**src/rtl/qse_pkg.sv**
```systemverilog
// ----------------------------------------------------------------------------
// qse_pkg
// Shared types, widths and helpers of the quintic segment evaluator.
// ----------------------------------------------------------------------------
`default_nettype none

package qse_pkg;

    // internal width of coefficients and accumulators, in half-LSB units
    localparam int KW = 56;
    localparam int HORNER_STEPS = 5;

    typedef logic signed [KW-1:0] t_wide;

    typedef struct packed {
        logic signed [KW-1:0] k0;
        logic signed [KW-1:0] k1;
        logic signed [KW-1:0] k2;
        logic signed [KW-1:0] k3;
        logic signed [KW-1:0] k4;
        logic signed [KW-1:0] k5;
    } t_coefs;

    typedef struct packed {
        logic signed [KW-1:0] pos;
        logic signed [KW-1:0] slope;
        logic signed [KW-1:0] curv;
    } t_acc;

    localparam t_wide OUT_MAX = KW'(32'sh7FFF_FFFF);
    localparam t_wide OUT_MIN = KW'(32'sh8000_0000);

    // Terms added after the multiply in Horner step s (1..5). All three chains
    // start from pos = k5, slope = 0, curv = 0, so they share one step count.
    function automatic t_acc add_terms(t_coefs k, int s);
        t_acc a;
        a = '0;
        case (s)
            1: begin
                a.pos   = k.k4;
                a.slope = k.k5 * 5;
                a.curv  = '0;
            end
            2: begin
                a.pos   = k.k3;
                a.slope = k.k4 * 4;
                a.curv  = k.k5 * 20;
            end
            3: begin
                a.pos   = k.k2;
                a.slope = k.k3 * 3;
                a.curv  = k.k4 * 12;
            end
            4: begin
                a.pos   = k.k1;
                a.slope = k.k2 * 2;
                a.curv  = k.k3 * 6;
            end
            5: begin
                a.pos   = k.k0;
                a.slope = k.k1;
                a.curv  = k.k2 * 2;
            end
            default: a = '0;
        endcase
        return a;
    endfunction

    // half-LSB to LSB, round half up, saturate to 32 bits
    function automatic logic signed [31:0] to_out(t_wide h);
        t_wide v;
        v = (h + 1) >>> 1;
        if (v > OUT_MAX) begin
            v = OUT_MAX;
        end else if (v < OUT_MIN) begin
            v = OUT_MIN;
        end
        return v[31:0];
    endfunction

endpackage

`default_nettype wire

```
**src/rtl/qse_coef.sv**
```systemverilog
// ----------------------------------------------------------------------------
// qse_coef
// Four-stage solver for the six quintic coefficients in half-LSB units.
// ----------------------------------------------------------------------------
`default_nettype none

module qse_coef #(
    parameter int FRAC_BITS = 16,
    parameter int PH_W      = FRAC_BITS + 1
) (
    input  wire                     i_clk,
    input  wire                     i_rst_n,
    input  wire                     i_en,
    input  wire                     i_valid,
    input  wire signed [31:0]       i_start_pos,
    input  wire signed [31:0]       i_end_pos,
    input  wire signed [31:0]       i_start_slope,
    input  wire signed [31:0]       i_end_slope,
    input  wire signed [31:0]       i_start_curv,
    input  wire signed [31:0]       i_end_curv,
    input  wire        [PH_W-1:0]   i_phase,
    output logic                    o_valid,
    output qse_pkg::t_coefs         o_coefs,
    output logic       [PH_W-1:0]   o_phase
);
    import qse_pkg::*;

    localparam logic [PH_W-1:0] PH_ONE = PH_W'(1) << FRAC_BITS;

    logic [3:0]      r_v;
    t_wide           r1_k0, r1_k1, r1_k2, r1_y1, r1_y2, r1_dc;
    t_wide           r2_k0, r2_k1, r2_k2, r2_y1, r2_y2, r2_k3;
    t_wide           r3_k0, r3_k1, r3_k2, r3_y1, r3_k3, r3_k4;
    t_coefs          r4_k;
    logic [PH_W-1:0] r_ph [4];

    t_wide n_k0, n_k1, n_k2;
    logic [PH_W-1:0] n_ph;

    always_comb begin
        n_k0 = KW'(i_start_pos) * 2;
        n_k1 = KW'(i_start_slope) * 2;
        n_k2 = KW'(i_start_curv);
        n_ph = (i_phase > PH_ONE) ? PH_ONE : i_phase;
    end

    always_ff @(posedge i_clk) begin
        if (!i_rst_n) begin
            r_v <= '0;
        end else if (i_en) begin
            r_v <= {r_v[2:0], i_valid};
        end
    end

    always_ff @(posedge i_clk) begin
        if (i_en) begin
            r1_k0 <= n_k0;
            r1_k1 <= n_k1;
            r1_k2 <= n_k2;
            r1_y1 <= KW'(i_end_pos) * 2 - n_k0 - n_k1 - n_k2;
            r1_y2 <= KW'(i_end_slope) * 2 - n_k1 - n_k2 * 2;
            r1_dc <= KW'(i_end_curv) - n_k2;
            r_ph[0] <= n_ph;

            r2_k0 <= r1_k0;
            r2_k1 <= r1_k1;
            r2_k2 <= r1_k2;
            r2_y1 <= r1_y1;
            r2_y2 <= r1_y2;
            r2_k3 <= r1_y1 * 10 - r1_y2 * 4 + r1_dc;
            r_ph[1] <= r_ph[0];

            r3_k0 <= r2_k0;
            r3_k1 <= r2_k1;
            r3_k2 <= r2_k2;
            r3_y1 <= r2_y1;
            r3_k3 <= r2_k3;
            r3_k4 <= r2_y1 * 5 - r2_y2 - r2_k3 * 2;
            r_ph[2] <= r_ph[1];

            r4_k.k0 <= r3_k0;
            r4_k.k1 <= r3_k1;
            r4_k.k2 <= r3_k2;
            r4_k.k3 <= r3_k3;
            r4_k.k4 <= r3_k4;
            r4_k.k5 <= r3_y1 - r3_k4 - r3_k3;
            r_ph[3] <= r_ph[2];
        end
    end

    assign o_valid = r_v[3];
    assign o_coefs = r4_k;
    assign o_phase = r_ph[3];

endmodule

`default_nettype wire

```
**config.mk**
```make
export PLATFORM = sky130hd
export DESIGN_NAME = qse_coef
export DESIGN_NICKNAME = d
export VERILOG_FILES = /design/src/rtl/qse_pkg.sv /design/src/rtl/qse_coef.sv
export SDC_FILE = /design/constraint.sdc
export NUM_CORES = 2
export LEC_CHECK = 0
export ABC_AREA = 1
export ABC_CLOCK_PERIOD_IN_PS = 5100
export BUFFER_PORTS_ARGS = -buffer_cell sky130_fd_sc_hd__buf_2
export CORE_ASPECT_RATIO = 1.75
export CORE_MARGIN = 5
export CORE_UTILIZATION = 25
export DETAILED_ROUTE_END_ITERATION = 10
export PLACE_DENSITY = 0.43
export SETUP_SLACK_MARGIN = 0.5
export SYNTH_ARGS = -nofsm -noshare
export SYNTH_HDL_FRONTEND = slang
export SYNTH_SLANG_ARGS = --single-unit
```
**constraint.sdc**
```tcl
create_clock -name i_clk -period 5.1 [get_ports i_clk]
set_input_delay 0.765 -clock i_clk [delete_from_list [all_inputs] [get_ports i_clk]]
set_output_delay 0.765 -clock i_clk [all_outputs]
set_load 0.005 [all_outputs]
```
==> qor.yml <==
multi_input_area_um2: 30400
cts_buffers: 107
fmax_ghz: 0.219
most-common-layout-cells: "1291 x inv_1, 1215 x nand2_1, 996 x edfxtp_1, 563 x buf_2, 474 x buf_4"
gp_congestion: 0.979
cp-startpoint: "r1_y1[10]"
cap_violations: 0
first_iter_violations: 2077
io_pins: 567
r2r_start: "r1_y1[10]"
ys_warn_count: 0
synth_ff_type: "edfxtp_1"
critPathLaunchType: "flop"
ant_nets: 0
dp_hpwl_um: 235000
grt_pass1_vias: 52600
grt_start_max_net_pins: 142
setup_viol: 0
finalHoldViolCount: 0
dp_cells: 10700
finalClockSkew_ps: 49.0
layout_commonest_cell: "inv_1"
wl_per_cell_um: 24.7
rsz0062_at_grt: "yes"
area_delta_synth_final_pct: 28.4
cts_tree: "yes"
grt_util_all_layers_pct: 20.3
cts.path.max_buffers: 3
insertion_delay_ps: 770
seq_area_frac_synth_pct: 47.8
crit_type: "reg2reg"
grt_pass1_wl_um: 375000
portBuffers: 564
synth.avg_cell_area_um2: 9.74
cp-end-kind: "flop"
avgViaCountPerCell: 4.40
tightest_slew_ps: 930
cts_sinks: 1000
cp.arrival_ps: 5040
status: "complete, no violations"
syn_inst: 6438
clk_pin_slew_worst_paths_ps: 70
timing.rr.end: "r2_k3[40]"
grt_overflow: 0
cts-htree-levels: 3
drtPass1Iterations: 5
drive_gt1_share_pct: 24.9
drv_slew: 0
dr_total_vias: 48300
die_area_um2: 261000
slew-limit-headroom_pct: 37.4
die_w_um: 389
async_flop_share_pct: 0
rows: 243
cp_max_fo: 4
die_h_um: 673
syn_area_um2: 62700
coreArea_um2: 250000
nets: 8520
timing.reg2reg.setup_slack_ps: 540
r2r_cells: 25
ys_ff_latch: 1000
worst_hold_path_type: "in2reg"
drc_errors: 0
ys_types: 51
seq_area_um2: 30000
fin_crit_sh_pct: 89.3
grt_antenna_before_repair: 52
crit_end: "r2_k3[40]"
start_util_pct: 25.1
final_cells: 11000
min_from: "i_start_pos[17]"
whs_ps: 214
wl_um: 272000
period_needed_ps: 4560
fill_cells: 26300
ctsRootBufferMaster: "clkbuf_16"
required_ps: 5580
synth_edf_count: 996
[per-layer routing]
layer | vias up | global-route usage [%] | routed length [um]
li1 | 23100 | - | -
met1 | 23300 | 17.9 | 85400
met2 | 1207 | 41.1 | 153000
met3 | 594 | 2.64 | 9040
met4 | 38 | 14.4 | 24400
met5 | - | 0 | 221
[synthesized netlist by cell type, drive strengths merged, types with 3 or more instances]
master     n  share of area, %
nand2   1386               8.5
inv     1331               8.0
edfxtp   996                48
nor2     566               3.6
ha       448               8.9
a21oi    382               3.1
fa       292               9.3
nand3    253               2.2
o21ai    224               1.9
xor2     158               2.2
nand4     76              0.77
buf       73              0.87
o21bai    52              0.65
nor3      51              0.49
xnor2     42              0.59
a21o      30              0.36
a31oi     17              0.17
o21a      12              0.14
nor4      11              0.13
nand3b     8             0.096
a21boi     7             0.084
dfxtp      4              0.13
o211ai     4             0.056
or2        4             0.040
clkinv     3             0.018
[registers in the layout (all words and copies together), names as in the netlist, 33 cells and up]
name and count:
r1_dc 33, r2_y1 36, r_ph 68, r1_y1 36, r3_k4 55, o_coefs 264
r3_y1 36, r3_k3 56, r2_k3 56, r1_y2 34, r2_y2 34
[worst max-delay path, stage by stage, from the launching register on]
cell,delay [ps]
edfxtp_1,430
buf_6,150
ha_4,230
ha_4,310
nand2_2,80
buf_4,140
nor2_4,150
buf_4,130
nand4_2,120
nand3_4,160
buf_12,150
a21oi_4,60
xor2_2,160
fa_1,570
inv_2,70
ha_4,320
nand2_2,70
buf_8,150
o21ai_4,200
a21oi_2,40
buf_4,150
nor2_1,80
nor2_1,60
buf_4,120
nand4_1,60
nand2_1,90
[layout make-up]
type                       instances  area share (%)
multi-input combinational       4030            37.7
tap                             3307            5.14
clock buffer                     122            3.42
inverter                        1334            6.22
timing repair buffer            1094            9.02
antenna                           11          0.0342
sequential                      1000            37.3
clock inverter                    81            1.18
[cells by family after synthesis]
kind of cell             synth area share, %
other                                0.00598
AND/OR/NAND/NOR                         15.8
AO/OA/AOI/OAI                           6.45
adder cells (fa/ha/maj)                 18.3
buffers and inverters                   8.87
XOR/XNOR                                2.79
flip-flops                              47.8
[per-stage QoR]
step                      TNS (ps)  utilization (%)  setup WS [ps]  cell area, um^2
after floorplan                  0                -           1000            62700
after CTS                        0             31.5            473            78800
after detailed placement     -8970             29.1           -999            72600
after global placement       -8860             29.1           -986            72600
after global routing             0             32.2            339            80500
final                            0             32.2            544            80500
[worst min-delay path by stage]
stage | end | cells past startpoint
after floorplan | o_coefs[168] | 0
after global placement | r_ph[3][10] | 0
after detailed placement | o_coefs[174] | 0
after CTS | r1_k0[18] | 1
after global routing | r1_k0[18] | 1
final | r1_k0[18] | 1
[repair_timing]
| action | 4_1_cts | 5_1_grt |
|---|---|---|
| hold buffers | 0 | 0 |
| buffers inserted | 58 | 39 |
| gates resized for setup | 428 | 284 |
| pin swaps | 108 | 116 |
| endpoints found under the setup margin | 42 | 40 |
Power is left out: the tool's default activity adds up to more than one toggle a clock period on the data nets, which glitch-free logic cannot reach.
