**config.mk**
```make
export PLATFORM = sky130hd
export DESIGN_NAME = qse_out_flat
export DESIGN_NICKNAME = d
export VERILOG_FILES = /design/src/rtl/qse_pkg.sv /design/src/rtl/qse_if.sv /design/src/rtl/qse_out.sv /design/src/flat_wrapper.sv
export SDC_FILE = /design/constraint.sdc
export NUM_CORES = 1
export LEC_CHECK = 0
export BUFFER_PORTS_ARGS = -buffer_cell sky130_fd_sc_hd__clkbuf_2
export CELL_PAD_IN_SITES_DETAIL_PLACEMENT = 0
export CELL_PAD_IN_SITES_GLOBAL_PLACEMENT = 2
export CORE_AREA = 3 3 308 310
export DETAILED_ROUTE_END_ITERATION = 8
export DIE_AREA = 0 0 311 313
export GPL_TIMING_DRIVEN = 0
export PLACE_DENSITY_LB_ADDON = 0.15
export SKIP_CTS_REPAIR_TIMING = 1
export SLEW_MARGIN = 20
export SYNTH_ARGS = -nofsm -noshare
export SYNTH_HDL_FRONTEND = slang
export SYNTH_SLANG_ARGS = --single-unit
```
**constraint.sdc**
```tcl
create_clock -name i_clk -period 2.99 [get_ports i_clk]
set_input_delay 0.299 -clock i_clk [delete_from_list [all_inputs] [get_ports i_clk]]
set_output_delay 0.299 -clock i_clk [all_outputs]
set_load 0.01 [all_outputs]
```
**src/rtl/qse_pkg.sv**
```systemverilog
// ----------------------------------------------------------------------------
// qse_pkg
// Shared types, widths and helpers of the quintic segment evaluator.
// ----------------------------------------------------------------------------
`default_nettype none

package qse_pkg;

    // internal width of coefficients and accumulators, in half-LSB units
    localparam int KW = 56;
    localparam int HORNER_STEPS = 5;

    typedef logic signed [KW-1:0] t_wide;

    typedef struct packed {
        logic signed [KW-1:0] k0;
        logic signed [KW-1:0] k1;
        logic signed [KW-1:0] k2;
        logic signed [KW-1:0] k3;
        logic signed [KW-1:0] k4;
        logic signed [KW-1:0] k5;
    } t_coefs;

    typedef struct packed {
        logic signed [KW-1:0] pos;
        logic signed [KW-1:0] slope;
        logic signed [KW-1:0] curv;
    } t_acc;

    localparam t_wide OUT_MAX = KW'(32'sh7FFF_FFFF);
    localparam t_wide OUT_MIN = KW'(32'sh8000_0000);

    // Terms added after the multiply in Horner step s (1..5). All three chains
    // start from pos = k5, slope = 0, curv = 0, so they share one step count.
    function automatic t_acc add_terms(t_coefs k, int s);
        t_acc a;
        a = '0;
        case (s)
            1: begin
                a.pos   = k.k4;
                a.slope = k.k5 * 5;
                a.curv  = '0;
            end
            2: begin
                a.pos   = k.k3;
                a.slope = k.k4 * 4;
                a.curv  = k.k5 * 20;
            end
            3: begin
                a.pos   = k.k2;
                a.slope = k.k3 * 3;
                a.curv  = k.k4 * 12;
            end
            4: begin
                a.pos   = k.k1;
                a.slope = k.k2 * 2;
                a.curv  = k.k3 * 6;
            end
            5: begin
                a.pos   = k.k0;
                a.slope = k.k1;
                a.curv  = k.k2 * 2;
            end
            default: a = '0;
        endcase
        return a;
    endfunction

    // half-LSB to LSB, round half up, saturate to 32 bits
    function automatic logic signed [31:0] to_out(t_wide h);
        t_wide v;
        v = (h + 1) >>> 1;
        if (v > OUT_MAX) begin
            v = OUT_MAX;
        end else if (v < OUT_MIN) begin
            v = OUT_MIN;
        end
        return v[31:0];
    endfunction

endpackage

`default_nettype wire

```
**src/rtl/qse_if.sv**
```systemverilog
// ----------------------------------------------------------------------------
// qse_if
// Request and result channels of the quintic segment evaluator.
// ----------------------------------------------------------------------------
`default_nettype none


interface qse_out_if;
    logic               valid;
    logic               ready;
    logic signed [31:0] coef0;
    logic signed [31:0] coef1;
    logic signed [31:0] coef2;
    logic signed [31:0] coef3;
    logic signed [31:0] coef4;
    logic signed [31:0] coef5;
    logic signed [31:0] pos_out;
    logic signed [31:0] slope_out;
    logic signed [31:0] curv_out;

    modport source (
        output valid, coef0, coef1, coef2, coef3, coef4, coef5,
               pos_out, slope_out, curv_out,
        input  ready
    );
    modport sink (
        input  valid, coef0, coef1, coef2, coef3, coef4, coef5,
               pos_out, slope_out, curv_out,
        output ready
    );
endinterface

`default_nettype wire

```
**src/rtl/qse_out.sv**
```systemverilog
// ----------------------------------------------------------------------------
// qse_out
// Output register: rounds half-LSB values to Q16.16 and saturates.
// ----------------------------------------------------------------------------
`default_nettype none

module qse_out (
    input  wire                  i_clk,
    input  wire                  i_rst_n,
    input  wire                  i_en,
    input  wire                  i_valid,
    input  wire qse_pkg::t_coefs i_coefs,
    input  wire qse_pkg::t_acc   i_acc,
    qse_out_if.source            o_res
);
    import qse_pkg::*;

    logic r_v;
    logic signed [31:0] r_c0, r_c1, r_c2, r_c3, r_c4, r_c5, r_pos, r_slope, r_curv;

    always_ff @(posedge i_clk) begin
        if (!i_rst_n) begin
            r_v <= 1'b0;
        end else if (i_en) begin
            r_v <= i_valid;
        end
    end

    always_ff @(posedge i_clk) begin
        if (i_en) begin
            r_c0    <= to_out(i_coefs.k0);
            r_c1    <= to_out(i_coefs.k1);
            r_c2    <= to_out(i_coefs.k2);
            r_c3    <= to_out(i_coefs.k3);
            r_c4    <= to_out(i_coefs.k4);
            r_c5    <= to_out(i_coefs.k5);
            r_pos   <= to_out(i_acc.pos);
            r_slope <= to_out(i_acc.slope);
            r_curv  <= to_out(i_acc.curv);
        end
    end

    assign o_res.valid     = r_v;
    assign o_res.coef0     = r_c0;
    assign o_res.coef1     = r_c1;
    assign o_res.coef2     = r_c2;
    assign o_res.coef3     = r_c3;
    assign o_res.coef4     = r_c4;
    assign o_res.coef5     = r_c5;
    assign o_res.pos_out   = r_pos;
    assign o_res.slope_out = r_slope;
    assign o_res.curv_out  = r_curv;

endmodule

`default_nettype wire

```
**src/flat_wrapper.sv**
```systemverilog
// flat-port wrapper written by rule: the top's interface ports become plain ports
module qse_out_flat import qse_pkg::*;
  (i_clk, i_rst_n, i_en, i_valid, i_coefs, i_acc, o_res_valid, o_res_coef0, o_res_coef1, o_res_coef2, o_res_coef3, o_res_coef4, o_res_coef5, o_res_pos_out, o_res_slope_out, o_res_curv_out, o_res_ready);
  qse_out_if o_res_i ();
  input  wire i_clk;
  input  wire i_rst_n;
  input  wire i_en;
  input  wire i_valid;
  input  wire qse_pkg::t_coefs i_coefs;
  input  wire qse_pkg::t_acc i_acc;
  output wire logic [$bits(o_res_i.valid)-1:0] o_res_valid;
  output wire logic [$bits(o_res_i.coef0)-1:0] o_res_coef0;
  output wire logic [$bits(o_res_i.coef1)-1:0] o_res_coef1;
  output wire logic [$bits(o_res_i.coef2)-1:0] o_res_coef2;
  output wire logic [$bits(o_res_i.coef3)-1:0] o_res_coef3;
  output wire logic [$bits(o_res_i.coef4)-1:0] o_res_coef4;
  output wire logic [$bits(o_res_i.coef5)-1:0] o_res_coef5;
  output wire logic [$bits(o_res_i.pos_out)-1:0] o_res_pos_out;
  output wire logic [$bits(o_res_i.slope_out)-1:0] o_res_slope_out;
  output wire logic [$bits(o_res_i.curv_out)-1:0] o_res_curv_out;
  input wire logic [$bits(o_res_i.ready)-1:0] o_res_ready;
  assign o_res_valid = o_res_i.valid;
  assign o_res_coef0 = o_res_i.coef0;
  assign o_res_coef1 = o_res_i.coef1;
  assign o_res_coef2 = o_res_i.coef2;
  assign o_res_coef3 = o_res_i.coef3;
  assign o_res_coef4 = o_res_i.coef4;
  assign o_res_coef5 = o_res_i.coef5;
  assign o_res_pos_out = o_res_i.pos_out;
  assign o_res_slope_out = o_res_i.slope_out;
  assign o_res_curv_out = o_res_i.curv_out;
  assign o_res_i.ready = o_res_ready;
  qse_out u_core (.i_clk(i_clk), .i_rst_n(i_rst_n), .i_en(i_en), .i_valid(i_valid), .i_coefs(i_coefs), .i_acc(i_acc), .o_res(o_res_i));
endmodule
```
==> out/qor.yml <==
path_class: "primary input to flop"
h-tree-depth: 2
drt_iter0_markers: 1863
crit_start: "i_coefs[287]"
finClkSkew_ns: 0
ys_seq_area_share_pct: 37.0
drcViolationCount: 0
cp.required_ns: 3.32
critical_path_depth: 13
synth_area_um2: 23500
maxCapViolations: 0
tightest_slew_ns: 0.863
num_vias: 26000
fin_crit_ns: 3.13
wire_per_inst_um: 24.1
syn2layout_area_growth_pct: 37.5
gr-usage-all-layers_pct: 23.0
clock_latency_ns: 0.58
core-area_um2: 91900
routed_via_density: 5.29
path_common_cell: "buf_6"
slowest_stage: "or4_4"
portBuffers: 780
synth_top_area_share_pct: 36.9
die_y_um: 313
fin_ws_ns: -0.139
r2r-end: "u_core.o_res.valid"
finalWirelength_um: 119000
yosysTopAreaCell: "edfxtp_1"
reg2reg_slack_ns: 1.86
place_area_um2: 29100
grt_overflow: 0
synthCells: 2705
crit_fanout: 7
synth_edf_count: 288
hold_violations: 0
cts_max_path_buffers: 3
avgSynthCellArea_um2: 8.67
timing.fmax_ghz: 0.320
r2r-start: "u_core.o_res.valid"
rsz0062_at_grt: "true"
root_buffer: "clkbuf_16"
synth-main-ff-cell: "edfxtp_1"
synthTopCellsByArea: "edfxtp_1, xnor2_1, xor2_1, o21ai_0, nand4_1"
std_cell_rows: 111
p_leak_nw: 11.7
ir_drop_mv: 0.299
synthTopCellsByCount: "o21ai_0, edfxtp_1, nand2_1"
synth_fp_nets: 3223
setup_viol: 31
cts_sinks: 289
io_pins: 798
share_comb_of_total_power_pct: 19.9
dr.pass1.iters: 5
cp_cell_sequence: "clkbuf_2 -> nand4_1 -> or4_4 -> buf_6 -> or4b_4 -> buf_6 -> o31a_1 -> nor4_2 -> nand4_1 -> o41ai_4 -> buf_6 -> clkbuf_16 -> o21ai_1"
tns_ns: -3.61
fin_nets: 4127
swShare_pct: 29.5
initial_core_util_pct: 25.5
power_per_cell_area_nw_per_um2: 396
p_seq_share_pct: 39.1
grt_pass1_vias: 25100
p_int_w: 0.00901
rr_worst_depth: 3
grt_max_degree: 89
critPathLaunchType: "primary input"
clkPwrFrac_pct: 41.0
status: "finished with violations"
end_kind: "flop"
synth_most_common_cell: "o21ai_0"
synthArstFlopShare_pct: 0
layout-drive-gt1-share_pct: 32.2
synth_seq_cells: 289
yosysUniqueCellTypes: 78
path_buf_inv: 5
period_share_pct: 105
ys.warnings.count: 0
cts_buffers: 42
hold-worst-slack_ns: 0.0762
p_sw_w: 0.00376
max-slew-margin-rel_pct: 42.0
cts_tree: "built"
crit_arrival_ns: 3.46
drv_slew: 0
clkTransAtPathRegs_ns: 0.06
violations: "setup timing"
grt_pass1_wl_um: 171000
grt_antenna_before_repair: 54
ant_nets: 0
dp_hpwl_um: 98000
crit_end: "u_core.o_res.coef0[16]"
max_stage_delay_ns: 0.48
die_w_um: 311
gp_congestion: 0.890
fin_util_pct: 35.1
final_cell_area_um2: 32200
die_area_um2: 97300
cp_top_family: "simple AND/OR/NAND/NOR gates"
hold_class: "primary input to flop"
## sequential cells by signal (all words and copies together), names as in the netlist
register                cells
u_core.o_res.coef2         32
u_core.o_res.coef5         32
u_core.o_res.coef3         32
u_core.o_res.curv_out      32
u_core.o_res.pos_out       32
u_core.o_res.coef4         32
u_core.o_res.slope_out     32
u_core.o_res.coef0         32
u_core.o_res.coef1         32
u_core.o_res.valid          1
## cell usage in the layout (no fill, tap or decap), types with 85 or more instances in the layout
master and n:
edfxtp_1 288, o21ai_0 270, nor2_1 150, nand3_1 210, xnor2_1 186, clkbuf_2 814
nand4_1 199, buf_4 85, and3_1 90, nand2_1 229, xor2_1 188
## worst min path at each step
stage                  startpoint                endpoint  slack (ns)  depth (start not counted)
6_report             i_coefs[279]  u_core.o_res.coef1[31]        0.08                          2
3_5_place_dp   u_core.o_res.valid      u_core.o_res.valid        0.52                          2
4_1_cts                   i_rst_n      u_core.o_res.valid       -0.11                          2
3_3_place_gp   u_core.o_res.valid      u_core.o_res.valid        0.50                          2
2_1_floorplan                i_en   u_core.o_res.coef0[0]        0.41                          0
5_1_grt              i_coefs[279]  u_core.o_res.coef1[31]        0.04                          2
## metal layers
metal,GRT usage [%],vias up,wire [µm]
li1,-,12300,-
met1,27.3,12600,47400
met2,39.8,955,58200
met3,6.71,181,9420
met4,7.16,34,3340
met5,0,-,241
## power by group through the flow
stage                     clock network, W  logic, W  registers [W]
after floorplan                          0  0.000755        0.00523
after global placement                   0   0.00242        0.00512
after detailed placement                 0   0.00243        0.00508
after CTS                          0.00543   0.00245        0.00500
after global routing               0.00557   0.00276        0.00502
final                              0.00524   0.00254        0.00499
## through the flow
stage | power (W) | instances | setup WS, ns
after floorplan | 0.00598 | 2705 | -0.0784
after global placement | 0.00754 | 4728 | -3.45
after detailed placement | 0.00751 | 4731 | -1.33
after CTS | 0.0129 | 4807 | -0.691
after global routing | 0.0133 | 4902 | -0.193
final | 0.0128 | 4917 | -0.139
## cell families after synthesis
kind of cell	count (synthesis)	share of synthesized area, %
xor gates and xnor gates	376	14.0
DFF	289	37.0
adders and majority gates	9	0.480
AOI/OAI and AO/OA	458	11.4
and+or+nand+nor	1374	32.9
buffers and inverters	166	2.76
muxes	33	1.46
## layout make-up
class                      count  area (µm²)
timing repair buffer         870        4730
sequential                   289        8670
buffer                       106         569
tap                         1243        1560
antenna                       33        82.6
clock buffer                  51        1140
clock inverter                25         294
multi-input combinational   2250       15000
inverter                      50         188
fill                        9823       59700
No activity file was read; power rests on OpenSTA's default activity.
